==> src/design/lmts_pkg.sv <==
`timescale 1ns / 1ps
`default_nettype none
// ----------------------------------------------------------------------------
// lmts_pkg: LCD mode timing sequencer package
// Mode, operation and register codes, timing constants and the
// command/status bundles between the controller and the datapath.
// ----------------------------------------------------------------------------
package lmts_pkg;

   // modes (also the STAT mode bits)
   localparam logic [1:0] MODE_HBLANK = 2'd0;
   localparam logic [1:0] MODE_VBLANK = 2'd1;
   localparam logic [1:0] MODE_OAM    = 2'd2;
   localparam logic [1:0] MODE_XFER   = 2'd3;

   // item operations
   localparam logic [1:0] OP_ADVANCE = 2'd0;
   localparam logic [1:0] OP_READ    = 2'd1;
   localparam logic [1:0] OP_WRITE   = 2'd2;

   // register selects
   localparam logic [1:0] REG_LCDC = 2'd0;
   localparam logic [1:0] REG_STAT = 2'd1;
   localparam logic [1:0] REG_LY   = 2'd2;
   localparam logic [1:0] REG_LYC  = 2'd3;

   // mode lengths in clocks
   localparam logic [8:0] OAM_CLOCKS    = 9'd80;
   localparam logic [8:0] XFER_CLOCKS   = 9'd172;
   localparam logic [8:0] HBLANK_CLOCKS = 9'd204;
   localparam logic [8:0] LINE_CLOCKS   = 9'd456;

   localparam logic [7:0] VBLANK_FIRST_LINE = 8'd144;
   localparam logic [7:0] LAST_LINE         = 8'd153;

   localparam logic [7:0] STAT_WRITE_MASK = 8'h78;
   localparam logic [7:0] STAT_KEEP_MASK  = 8'h87;

   // controller to datapath
   typedef struct packed {
      logic start;   // latch the input item
      logic step;    // one mode boundary of an advance
      logic finish;  // last update, load the result register
   } cmd_type;

   // datapath to controller
   typedef struct packed {
      logic is_adv;    // current item is an advance
      logic adv_done;  // no further mode boundary inside the item
   } status_type;

endpackage
`default_nettype wire

==> src/design/lcd_mode_timing_sequencer.sv <==
`timescale 1ns / 1ps
`default_nettype none
// ----------------------------------------------------------------------------
// lcd_mode_timing_sequencer: LCD mode timing sequencer
// An item is latched on entry, then steps once per mode boundary crossed
// by an advance, and finally loads the result register once the output
// register is free. The mode boundary loop in the controller does the
// stepping. The next item is taken while a result still waits in the
// output register.
// ----------------------------------------------------------------------------
module lcd_mode_timing_sequencer
   import lmts_pkg::*;
(
   input  wire logic       clock,
   input  wire logic       reset,
   input  wire logic       req_valid,
   output logic            req_ready,
   input  wire logic [1:0] req_op,
   input  wire logic [1:0] req_reg_select,
   input  wire logic [7:0] req_write_value,
   input  wire logic [7:0] req_clocks,
   output logic            rsp_valid,
   input  wire logic       rsp_ready,
   output logic [7:0]      rsp_read_data,
   output logic [1:0]      rsp_mode,
   output logic [7:0]      rsp_line_counter,
   output logic            rsp_stat_irq,
   output logic            rsp_vblank_irq,
   output logic            rsp_oam_locked,
   output logic            rsp_vram_locked,
   output logic            rsp_frame_pulse,
   output logic            rsp_frame_ready
);

   cmd_type    cmd;
   status_type st;

   lmts_ctrl u_ctrl (
      .clock     (clock),
      .reset     (reset),
      .req_valid (req_valid),
      .req_ready (req_ready),
      .rsp_valid (rsp_valid),
      .rsp_ready (rsp_ready),
      .st        (st),
      .cmd       (cmd)
   );

   lmts_dp u_dp (
      .clock            (clock),
      .reset            (reset),
      .cmd              (cmd),
      .st               (st),
      .req_op           (req_op),
      .req_reg_select   (req_reg_select),
      .req_write_value  (req_write_value),
      .req_clocks       (req_clocks),
      .rsp_read_data    (rsp_read_data),
      .rsp_mode         (rsp_mode),
      .rsp_line_counter (rsp_line_counter),
      .rsp_stat_irq     (rsp_stat_irq),
      .rsp_vblank_irq   (rsp_vblank_irq),
      .rsp_oam_locked   (rsp_oam_locked),
      .rsp_vram_locked  (rsp_vram_locked),
      .rsp_frame_pulse  (rsp_frame_pulse),
      .rsp_frame_ready  (rsp_frame_ready)
   );

endmodule
`default_nettype wire

==> src/design/lmts_ctrl.sv <==
`timescale 1ns / 1ps
`default_nettype none
// ----------------------------------------------------------------------------
// lmts_ctrl: sequencer controller
// Accepts an item, steps the datapath across mode boundaries and hands the
// result to the output register once it is free.
// ----------------------------------------------------------------------------
module lmts_ctrl
   import lmts_pkg::*;
(
   input  wire logic       clock,
   input  wire logic       reset,
   input  wire logic       req_valid,
   output logic            req_ready,
   output logic            rsp_valid,
   input  wire logic       rsp_ready,
   input  wire status_type st,
   output cmd_type         cmd
);

   typedef enum logic {
      IDLE,
      RUN
   } state_type;

   state_type state_ff, state_in;
   logic      rsp_valid_ff, rsp_valid_in;
   logic      out_free;

   assign out_free  = !rsp_valid_ff || rsp_ready;
   assign req_ready = (state_ff == IDLE);
   assign rsp_valid = rsp_valid_ff;

   always_comb begin
      cmd          = '0;
      state_in     = state_ff;
      rsp_valid_in = rsp_valid_ff && !rsp_ready;
      case (state_ff)
         IDLE: begin
            if (req_valid) begin
               cmd.start = 1'b1;
               state_in  = RUN;
            end
         end
         RUN: begin
            if (st.is_adv && !st.adv_done) begin
               cmd.step = 1'b1;
            end else if (out_free) begin
               cmd.finish   = 1'b1;
               rsp_valid_in = 1'b1;
               state_in     = IDLE;
            end
         end
         default: state_in = IDLE;
      endcase
   end

   always_ff @(posedge clock) begin
      if (reset) begin
         state_ff     <= IDLE;
         rsp_valid_ff <= 1'b0;
      end else begin
         state_ff     <= state_in;
         rsp_valid_ff <= rsp_valid_in;
      end
   end

   a_finish_after_steps: assert property (@(posedge clock) disable iff (reset)
      cmd.finish |-> (!st.is_adv || st.adv_done))
      else $error("result loaded with mode boundaries pending");

   a_no_overwrite: assert property (@(posedge clock) disable iff (reset)
      (rsp_valid_ff && !rsp_ready) |-> !cmd.finish)
      else $error("result register overwritten while held");

   a_finish_shows: assert property (@(posedge clock) disable iff (reset)
      cmd.finish |=> rsp_valid_ff)
      else $error("finished item not presented");

   a_accept_runs: assert property (@(posedge clock) disable iff (reset)
      (req_valid && req_ready) |=> (state_ff == RUN && !req_ready))
      else $error("accepted transfer not processed");

endmodule
`default_nettype wire

==> src/design/lmts_dp.sv <==
`timescale 1ns / 1ps
`default_nettype none
// ----------------------------------------------------------------------------
// lmts_dp: sequencer datapath
// Mode/line/LY state, the four registers, per-item request flags and the
// result register.
// ----------------------------------------------------------------------------
module lmts_dp
   import lmts_pkg::*;
(
   input  wire logic       clock,
   input  wire logic       reset,
   input  wire cmd_type    cmd,
   output status_type      st,
   input  wire logic [1:0] req_op,
   input  wire logic [1:0] req_reg_select,
   input  wire logic [7:0] req_write_value,
   input  wire logic [7:0] req_clocks,
   output logic [7:0]      rsp_read_data,
   output logic [1:0]      rsp_mode,
   output logic [7:0]      rsp_line_counter,
   output logic            rsp_stat_irq,
   output logic            rsp_vblank_irq,
   output logic            rsp_oam_locked,
   output logic            rsp_vram_locked,
   output logic            rsp_frame_pulse,
   output logic            rsp_frame_ready
);

   // display state
   logic [1:0] mode_ff, mode_in;
   logic [8:0] left_ff, left_in;
   logic [7:0] line_ff, line_in;
   logic [7:0] ly_ff, ly_in;
   logic [7:0] lyc_ff, lyc_in;
   logic [7:0] lcdc_ff, lcdc_in;
   logic [7:0] stat_ff, stat_in;
   logic       oam_ff, oam_in;
   logic       vram_ff, vram_in;
   logic       rdy_ff, rdy_in;

   // current item
   logic [1:0] op_ff, op_in;
   logic [1:0] sel_ff, sel_in;
   logic [7:0] val_ff, val_in;
   logic [7:0] n_ff, n_in;
   logic       irq_stat_ff, irq_stat_in;
   logic       irq_vb_ff, irq_vb_in;
   logic       pulse_ff, pulse_in;

   // result register
   logic [7:0] out_rd_ff;
   logic [1:0] out_mode_ff;
   logic [7:0] out_ly_ff;
   logic       out_stat_ff, out_vb_ff, out_oam_ff, out_vram_ff;
   logic       out_pulse_ff, out_rdy_ff;

   logic       ent;
   logic [1:0] ent_mode;
   logic       ly_set;
   logic [7:0] ly_val;
   logic [7:0] rd;
   logic       n_below;

   assign n_below     = ({1'b0, n_ff} < left_ff);
   assign st.is_adv   = (op_ff == OP_ADVANCE);
   assign st.adv_done = !lcdc_ff[7] || n_below;

   always_comb begin
      mode_in     = mode_ff;
      left_in     = left_ff;
      line_in     = line_ff;
      ly_in       = ly_ff;
      lyc_in      = lyc_ff;
      lcdc_in     = lcdc_ff;
      stat_in     = stat_ff;
      oam_in      = oam_ff;
      vram_in     = vram_ff;
      rdy_in      = rdy_ff;
      op_in       = op_ff;
      sel_in      = sel_ff;
      val_in      = val_ff;
      n_in        = n_ff;
      irq_stat_in = irq_stat_ff;
      irq_vb_in   = irq_vb_ff;
      pulse_in    = pulse_ff;
      ent         = 1'b0;
      ent_mode    = MODE_OAM;
      ly_set      = 1'b0;
      ly_val      = ly_ff;
      rd          = 8'd0;

      if (cmd.start) begin
         op_in       = req_op;
         sel_in      = req_reg_select;
         val_in      = req_write_value;
         n_in        = req_clocks;
         irq_stat_in = 1'b0;
         irq_vb_in   = 1'b0;
         pulse_in    = 1'b0;
      end

      if (cmd.step) begin
         n_in = n_ff - left_ff[7:0];
         case (mode_ff)
            MODE_OAM: begin
               ent      = 1'b1;
               ent_mode = MODE_XFER;
            end
            MODE_XFER: begin
               ent      = 1'b1;
               ent_mode = MODE_HBLANK;
            end
            MODE_HBLANK: begin
               line_in  = line_ff + 8'd1;
               ly_set   = 1'b1;
               ly_val   = ly_ff + 8'd1;
               ent      = 1'b1;
               ent_mode = (line_in != VBLANK_FIRST_LINE) ? MODE_OAM : MODE_VBLANK;
            end
            default: begin
               if (line_ff == LAST_LINE) begin
                  line_in  = 8'd0;
                  ent      = 1'b1;
                  ent_mode = MODE_OAM;
                  ly_set   = 1'b1;
                  ly_val   = 8'd0;
               end else begin
                  left_in = LINE_CLOCKS;
                  line_in = line_ff + 8'd1;
                  ly_set  = 1'b1;
                  ly_val  = ly_ff + 8'd1;
               end
            end
         endcase
      end

      if (cmd.finish) begin
         case (op_ff)
            OP_ADVANCE: begin
               if (lcdc_ff[7] && n_below) begin
                  left_in = left_ff - {1'b0, n_ff};
               end
            end
            OP_READ: begin
               case (sel_ff)
                  REG_LCDC: rd = lcdc_ff;
                  REG_STAT: rd = stat_ff;
                  REG_LY:   rd = ly_ff;
                  default:  rd = lyc_ff;
               endcase
            end
            OP_WRITE: begin
               case (sel_ff)
                  REG_LCDC: begin
                     if (lcdc_ff[7] != val_ff[7]) begin
                        if (!val_ff[7]) begin
                           vram_in  = 1'b0;
                           oam_in   = 1'b0;
                           rdy_in   = 1'b1;
                           pulse_in = 1'b1;
                        end else begin
                           line_in  = 8'd0;
                           ent      = 1'b1;
                           ent_mode = MODE_OAM;
                           ly_set   = 1'b1;
                           ly_val   = 8'd0;
                        end
                     end
                     lcdc_in = val_ff;
                  end
                  REG_STAT: stat_in = (stat_ff & STAT_KEEP_MASK) | (val_ff & STAT_WRITE_MASK);
                  REG_LY: begin
                     ly_set = 1'b1;
                     ly_val = val_ff;
                  end
                  default: lyc_in = val_ff;
               endcase
            end
            default: ;
         endcase
      end

      if (ent) begin
         mode_in      = ent_mode;
         stat_in[1:0] = ent_mode;
         case (ent_mode)
            MODE_HBLANK: begin
               oam_in  = 1'b0;
               vram_in = 1'b0;
               left_in = HBLANK_CLOCKS;
               rdy_in  = 1'b0;
               if (stat_ff[3]) irq_stat_in = 1'b1;
            end
            MODE_VBLANK: begin
               oam_in    = 1'b0;
               vram_in   = 1'b0;
               left_in   = LINE_CLOCKS;
               rdy_in    = 1'b1;
               pulse_in  = 1'b1;
               irq_vb_in = 1'b1;
               if (stat_ff[4]) irq_stat_in = 1'b1;
            end
            MODE_OAM: begin
               oam_in  = 1'b1;
               vram_in = 1'b0;
               left_in = OAM_CLOCKS;
               rdy_in  = 1'b0;
               if (stat_ff[5]) irq_stat_in = 1'b1;
            end
            default: begin
               oam_in  = 1'b1;
               vram_in = 1'b1;
               left_in = XFER_CLOCKS;
               rdy_in  = 1'b0;
            end
         endcase
      end

      if (ly_set) begin
         ly_in      = ly_val;
         stat_in[2] = (ly_val == lyc_ff);
         if ((ly_val == lyc_ff) && stat_ff[6]) irq_stat_in = 1'b1;
      end
   end

   always_ff @(posedge clock) begin
      if (reset) begin
         mode_ff     <= MODE_OAM;
         left_ff     <= OAM_CLOCKS;
         line_ff     <= 8'd0;
         ly_ff       <= 8'd0;
         lyc_ff      <= 8'd0;
         lcdc_ff     <= 8'd0;
         stat_ff     <= 8'h06;
         oam_ff      <= 1'b1;
         vram_ff     <= 1'b0;
         rdy_ff      <= 1'b0;
         irq_stat_ff <= 1'b0;
         irq_vb_ff   <= 1'b0;
         pulse_ff    <= 1'b0;
      end else begin
         mode_ff     <= mode_in;
         left_ff     <= left_in;
         line_ff     <= line_in;
         ly_ff       <= ly_in;
         lyc_ff      <= lyc_in;
         lcdc_ff     <= lcdc_in;
         stat_ff     <= stat_in;
         oam_ff      <= oam_in;
         vram_ff     <= vram_in;
         rdy_ff      <= rdy_in;
         irq_stat_ff <= irq_stat_in;
         irq_vb_ff   <= irq_vb_in;
         pulse_ff    <= pulse_in;
      end
   end

   always_ff @(posedge clock) begin
      op_ff  <= op_in;
      sel_ff <= sel_in;
      val_ff <= val_in;
      n_ff   <= n_in;
      if (cmd.finish) begin
         out_rd_ff    <= rd;
         out_mode_ff  <= mode_in;
         out_ly_ff    <= ly_in;
         out_stat_ff  <= irq_stat_in;
         out_vb_ff    <= irq_vb_in;
         out_oam_ff   <= oam_in;
         out_vram_ff  <= vram_in;
         out_pulse_ff <= pulse_in;
         out_rdy_ff   <= rdy_in;
      end
   end

   assign rsp_read_data    = out_rd_ff;
   assign rsp_mode         = out_mode_ff;
   assign rsp_line_counter = out_ly_ff;
   assign rsp_stat_irq     = out_stat_ff;
   assign rsp_vblank_irq   = out_vb_ff;
   assign rsp_oam_locked   = out_oam_ff;
   assign rsp_vram_locked  = out_vram_ff;
   assign rsp_frame_pulse  = out_pulse_ff;
   assign rsp_frame_ready  = out_rdy_ff;

endmodule
`default_nettype wire

==> config.mk <==
export PLATFORM = sky130hd
export DESIGN_NAME = lcd_mode_timing_sequencer
export DESIGN_NICKNAME = d
export VERILOG_FILES = /design/src/design/lmts_pkg.sv /design/src/design/lcd_mode_timing_sequencer.sv /design/src/design/lmts_ctrl.sv /design/src/design/lmts_dp.sv
export SDC_FILE = /design/constraint.sdc
export NUM_CORES = 1
export LEC_CHECK = 0
export BUFFER_PORTS_ARGS = -buffer_cell sky130_fd_sc_hd__buf_2
export CORE_MARGIN = 2
export CORE_UTILIZATION = 45
export DETAILED_ROUTE_END_ITERATION = 12
export PLACE_DENSITY = 0.67
export SLEW_MARGIN = 10
export SYNTH_ARGS = -nofsm -noshare
export SYNTH_HDL_FRONTEND = slang
export SYNTH_SLANG_ARGS = --single-unit
==> constraint.sdc <==
create_clock -name clock -period 9.7 [get_ports clock]
set_input_delay 0.97 -clock clock [delete_from_list [all_inputs] [get_ports clock]]
set_output_delay 0.97 -clock clock [all_outputs]
set_load 0.005 [all_outputs]
## Word level (Yosys, flattened, before mapping)

Index checks and enable logic that the tools add are counted.

| operators by class | value |
|---|---|
| add/subtract/negate cells | 4 |
| $lt $le $gt $ge | 1 |
| equal/unequal tests | 12 |
| muxes and demuxes | 109 |
| bitwise logic cells | 3 |
| reduce and logical (&&, ||, !) cells | 31 |

Operators by type and width:

| cell | count |
|---|---|
| $mux 8 | 16 |
| $mux 1 | 64 |
| $mux 9 | 7 |
| $pmux 8 s2 | 3 |
| $pmux 9 s3 | 1 |
| $pmux 8 s3 | 1 |
| $mux 2 | 10 |
| $add 8x1->8 const B | 2 |
| $reduce_and 3->1 | 5 |
| $reduce_bool 2->1 | 7 |
| $eq 2x2->1 const B | 5 |
| $lt 8x9->1 | 1 |
| $mux 3 | 3 |
| $reduce_or 3->1 | 3 |
| $sub 9x8->9 | 1 |
| $eq 8x8->1 | 1 |
| $eq 8x8->1 const B | 1 |
| $logic_not 2->1 | 4 |
| $ne 8x8->1 const B | 1 |
| $or 8x7->8 | 1 |
| $sub 8x8->8 | 1 |
| $eq 2x1->1 const B | 3 |
| $pmux 2 s3 | 1 |
| $logic_and 1x1->1 | 4 |
| other kinds (7) | 14 |

| storage, ports and cells | value |
|---|---|
| flip-flop bits (word level) | 103 |
| input port bits | 24 |
| output and inout bits | 26 |
| logic and storage cells | 190 |

## Depth between registers and ports, before layout

| depth | value |
|---|---|
| depth in word-level cells | 17 |
| mapped depth | 15 |
| gate-level depth less buffers | 14 |

## By module

From an unflattened synthesis, not the netlist that was laid out.

| unflattened totals | value |
|---|---|
| cell total of the unflattened synthesis | 564 |
| area total of the unflattened synthesis | 5,545.3 um^2 |

By module, submodules not included:

| module | instances | cells each | area an instance (um^2) | sequential area each (um^2) |
|---|---|---|---|---|
| lmts_dp | 1 | 552 | 5,437.7 | 2,442.3 |
| lmts_ctrl | 1 | 12 | 107.6 | 40.0 |

## Worst setup path after synthesis

No wires, ideal clock.

| timing | value |
|---|---|
| path type | flip-flop to flip-flop |
| start point | register u_dp.n_ff[6] |
| end point | register u_dp.out_stat_ff (netlist: u_dp.rsp_stat_irq), data pin |
| library setup time | 0.262 ns |
| data arrival time | 2.984 ns |
| data required time | 9.438 ns |
| path slack | 6.454 ns |
| cell stages (with the launch flop) | 16 |
| buffers on the path | 2 |
| clock period less this slack | 3.246 ns |
| cells stage by stage | edfxtp_1 -> inv_1 -> ha_1 -> buf_6 -> a21o_1 -> a211oi_4 -> and3_1 -> o21ai_2 -> clkbuf_1 -> nor3_1 -> inv_1 -> ha_1 -> nand2_1 -> o21ai_0 -> a22oi_1 -> nand2_1 |

| between the ends | value |
|---|---|
| cells in the longest elaborated chain, start to end | 17 |
| elaborated cells on any way between the ends | 40 |
| those cells by class | 1 x order compare; 3 x eq/ne; 31 x mux; 5 x reduce/logical |

RTL lines:

| what | RTL line | source |
|---|---|---|
| from (decl) | lmts_dp.sv:46 | `logic [7:0] n_ff, n_in;` |
| from (signal assigned) | lmts_dp.sv:263 | `n_ff <= n_in;` |
| $lt 8x9->1 (*) | lmts_dp.sv:65 | `assign n_below = ({1'b0, n_ff} < left_ff);` |
| $logic_or 1x1->1 (*) | lmts_dp.sv:67 | `assign st.adv_done = !lcdc_ff[7] \|\| n_below;` |
| $logic_not 1->1 (*) | lmts_ctrl.sv:46 | `if (st.is_adv && !st.adv_done) begin` |
| $logic_and 1x1->1 (*) | lmts_ctrl.sv:46 |  |
| $mux 1 | lmts_ctrl.sv:46 |  |
| $mux 2 (*) | lmts_ctrl.sv:38 | `case (state_ff)` |
| $mux 2 | lmts_dp.sv:103 | `if (cmd.step) begin` |
| $mux 2 | lmts_dp.sv:157 | `if (!val_ff[7]) begin` |
| [... 2 more ...] | -- |  |
| $mux 2 | lmts_dp.sv:139 | `case (op_ff)` |
| $mux 2 | lmts_dp.sv:138 | `if (cmd.finish) begin` |
| $eq 2x2->1, or another cell as far along | lmts_dp.sv:187 | `case (ent_mode)` |
| $pmux 1 s3 | lmts_dp.sv:187 |  |
| $mux 1 | lmts_dp.sv:184 | `if (ent) begin` |
| $mux 1 | lmts_dp.sv:223 | `if ((ly_val == lyc_ff) && stat_ff[6]) irq_stat_in = 1'b1;` |
| $mux 1 (*) | lmts_dp.sv:220 | `if (ly_set) begin` |
| net u_dp.irq_stat_in | lmts_dp.sv:47 | `logic irq_stat_ff, irq_stat_in;` |
| to (signal assigned) | lmts_dp.sv:268 | `out_stat_ff <= irq_stat_in;` |
| to (decl) | lmts_dp.sv:55 | `logic out_stat_ff, out_vb_ff, out_oam_ff, out_vram_ff;` |

Mark *: on every way through the listed nets, which the timed path passes. The rest lies on a longest branch.
A chain may end at the register's enable or synchronous reset.

## Worst setup path in the final report

| timing | value |
|---|---|
| start point | register u_dp.n_ff[2] |
| end point | register u_dp.out_stat_ff (netlist: u_dp.rsp_stat_irq), data pin |

The elaborated chain is that of the path after synthesis.

==> flow_summary_export.csv <==
group,metric,value,unit
cts,cts_tree,"built",
run,cap_violations,0,
route,wl,12.8,mm
critical_path,worstPathMaxFanout,27,
floorplan,row_count,40,
global_route,grt_util_met2,31.9,%
timing,clock_skew,0.00956,ns
critical_path,worstPathRequired,9.81,ns
logic_synthesis,ys.warnings.count,0,
cts,numClockSinks,102,
critical_path,reg2reg_from,"u_dp.n_ff[2]",
layout,nFillCells,1073,
critical_path,critical_path_class,"flip-flop to flip-flop",
logic_synthesis,synth_cell_types,66,
power_and_ir_drop,p_leak,2.50,nW
power_and_ir_drop,vdd_ir_drop_max,85.4,µV
critical_path,end_kind,"flip-flop",
timing,relSlewSlack,22.2,%
critical_path,rr_worst_depth,14,
layout,seq_area,2480,µm²
route,vias_per_cell,5.77,
cts,htreeDepth,3,
floorplan,fp.dieArea,12900,µm²
layout,n_antenna_cell,0,
critical_path,reg2reg_to,"u_dp.rsp_stat_irq",
logic_synthesis,syn_avg_cell_area,9.89,µm²
route,drtPass1Iterations,5,
global_route,grt.overflow.total,0,
global_route,grt_pass1_vias,4003,
logic_synthesis,ys_async_sr_fraction,0,%
route,drtAntennaViolNets,0,
global_route,gr-max-usage-layer,"met2",
timing,finalCriticalPeriod,3.89,ns
layout,drive_gt1_share,15.6,%
cts,cts_made_buffers,9,
floorplan,initial_utilization,45.7,%
floorplan,die_x,114,µm
cts,cts_resized,0,
floorplan,fp.dieH,114,µm
cts,clockRootBuffer,"clkbuf_16",
timing,tns,0,ns
placement,io_buffers,49,
timing,worst_pin_slew,1.17,ns
cts,hold_buffers,0,
timing,fmax,257,MHz
critical_path,r2r_slack,5.81,ns
worst_hold_path,whs_endpoint,"u_dp.irq_vb_ff",
global_route,grt_pass1_wl,20.5,mm
worst_hold_path,hp-class,"flip-flop to flip-flop",
placement,gp_congestion,0.905,
layout,multi_input_area,2740,µm²
worst_hold_path,hold_depth,2,
run_status,status,"finished, final reports clean",
cts,clkLatencyLatePin,0.36,ns
timing,post-route-period-util,40.1,%
route,vias,4286,
global_route,track_usage,20.4,%
route,drc,0,
timing,setup_viol,0,
timing,finalHoldViolCount,0,
worst_hold_path,min-delay-start,"u_dp.irq_vb_ff",
logic_synthesis,synth_nets,597,
cts,cts_buffer_depth,2,
power_and_ir_drop,power.density,157,nW/µm²
power_and_ir_drop,total_power,0.967,mW
logic_synthesis,synth_area,5420,µm²
logic_synthesis,yosysSeqAreaShare,45.8,%
critical_path,cp-start-kind,"flip-flop",
route,drt-initial-drc-count,271,
layout,fin_nets,640,
cts,clk_pin_slew,0.07,ns
timing,rsz0062_at_grt,"false",
global_route,antenna_found_initial,0,
logic_synthesis,synth-seq-cells,102,
timing,final-max-slew-violation-count,0,
floorplan,core-area,11900,µm²
cts,postCtsSetupBuffers,0,
layout,syn2layout_area_growth,13.5,%
placement,dp_hpwl,9.23,mm
route,wl_per_cell,17.2,µm
critical_path,arrival,3.99,ns
logic_synthesis,synth_edf_count,44,
global_route,grt_max_degree,50,
logic_synthesis,ys.flop_type,"dfxtp_1",
global_route,met1_usage,27.7,%
floorplan,pin_count,50,
global_route,grt_use_met3,5.53,%
logic_synthesis,synth_cells,548,
## stage by stage
stage | std cells | setup WS, ns | hold slack [ns] | utilization [%] | area [µm²]
finish | 743 | 5.81 | 0.470 | 51.9 | 6150
detailed placement | 727 | 5.85 | 0.461 | 48.8 | 5790
floorplan | 548 | 6.45 | 0.420 | - | 5420
CTS | 743 | 5.83 | 0.470 | 51.9 | 6150
global route | 743 | 5.48 | 0.504 | 51.9 | 6150
global placement | 727 | 6.03 | 0.453 | 48.8 | 5790
## worst max path at each step
stage | start | to | slack, ns
2_1_floorplan | u_dp.n_ff[6] | u_dp.rsp_stat_irq | 6.45
3_3_place_gp | u_dp.n_ff[2] | u_dp.rsp_stat_irq | 6.03
3_5_place_dp | u_dp.n_ff[2] | u_dp.rsp_stat_irq | 5.85
4_1_cts | u_dp.n_ff[2] | u_dp.rsp_stat_irq | 5.83
5_1_grt | u_dp.n_ff[2] | u_dp.rsp_stat_irq | 5.48
6_report | u_dp.n_ff[2] | u_dp.rsp_stat_irq | 5.81
## report_power, final
| group | total (mW) | internal, mW | switching [mW] |
|---|---|---|---|
| clock | 0.422 | 0.264 | 0.158 |
| combinational | 0.0711 | 0.0310 | 0.0401 |
| sequential | 0.474 | 0.461 | 0.0125 |
| total | 0.967 | 0.756 | 0.211 |
## cell families (layout without fill, tap and decap cells)
logic type	count (synthesis)	count (layout)	synth area share [%]
flops	102	102	45.8
compound gates	118	118	14.7
buf+inv	51	99	3.74
mux	31	31	7.34
xor+xnor	19	19	3.07
fa+ha+maj	25	25	6.05
simple gates	202	202	19.3
## flip-flops by register name, summed over array words and instances, names as in the netlist, 2 cells and up
register and flops:
u_dp.lyc_ff 8, u_dp.lcdc_ff 8, u_dp.n_ff 8, u_dp.stat_ff 7, u_dp.mode_ff 2, u_dp.val_ff 8, u_dp.rsp_line_counter 8, u_dp.op_ff 2
u_dp.ly_ff 8, u_dp.sel_ff 2, u_dp.rsp_mode 2, u_dp.rsp_read_data 8, u_dp.line_ff 8, u_dp.left_ff 9
## cell usage after synthesis (11+ instances only)
| cell | number | area [µm²] |
|---|---|---|
| nand2_1 | 49 | 184 |
| nor2b_1 | 22 | 138 |
| ha_1 | 23 | 288 |
| a21o_1 | 12 | 90.1 |
| nor2_1 | 54 | 203 |
| edfxtp_1 | 44 | 1320 |
| dfxtp_1 | 58 | 1160 |
| a21oi_1 | 29 | 145 |
| mux2i_1 | 24 | 240 |
| nand2b_1 | 11 | 68.8 |
| clkbuf_1 | 15 | 56.3 |
| inv_1 | 30 | 113 |
| o21ai_0 | 28 | 140 |
## cell type report
type                    count  share of cell area, %
clock buffers              12                   4.70
clock inverters             4                   1.18
inverters                  30                   1.83
multi-input cells         395                   44.5
flip-flops and latches    102                   40.3
well taps                 147                   2.99
repair buffers             53                   4.47
## layer usage
| metal | share of wire, % | vias to the layer above |
|---|---|---|
| met2 | 45 | 130 |
| met5 | 0 | - |
| met3 | 6.3 | 18 |
| met4 | 1.9 | 0 |
| met1 | 47 | 2082 |
| li1 | - | 2056 |
## cells in the final DEF, fill, tap and decap left out, types with 9 or more instances in the layout
cell type and instances:
nor3_1 10, ha_1 23, buf_2 49, edfxtp_1 44, nand3_1 10, o21ai_0 28
a21o_1 12, clkbuf_16 11, xor2_1 10, nand2b_1 11, inv_1 30, nand2_1 49
xnor2_1 9, mux2i_1 24, dfxtp_1 58, nor2_1 53, nor2b_1 22, a21oi_1 29
## critical path, cell delays in order, from the launching register on
cell and delay (ns):
edfxtp_1 0.35, inv_1 0.05, ha_1 0.41, nand3_1 0.15, o21bai_1 0.24, and3_1 0.24
o21ai_2 0.91, nor2_1 0.11, nand3_1 0.26, inv_1 0.11, ha_1 0.25, a22oi_1 0.19
o21ai_0 0.09, a22oi_1 0.19, nand2_1 0.09
Power figures use the tool's default switching activity.
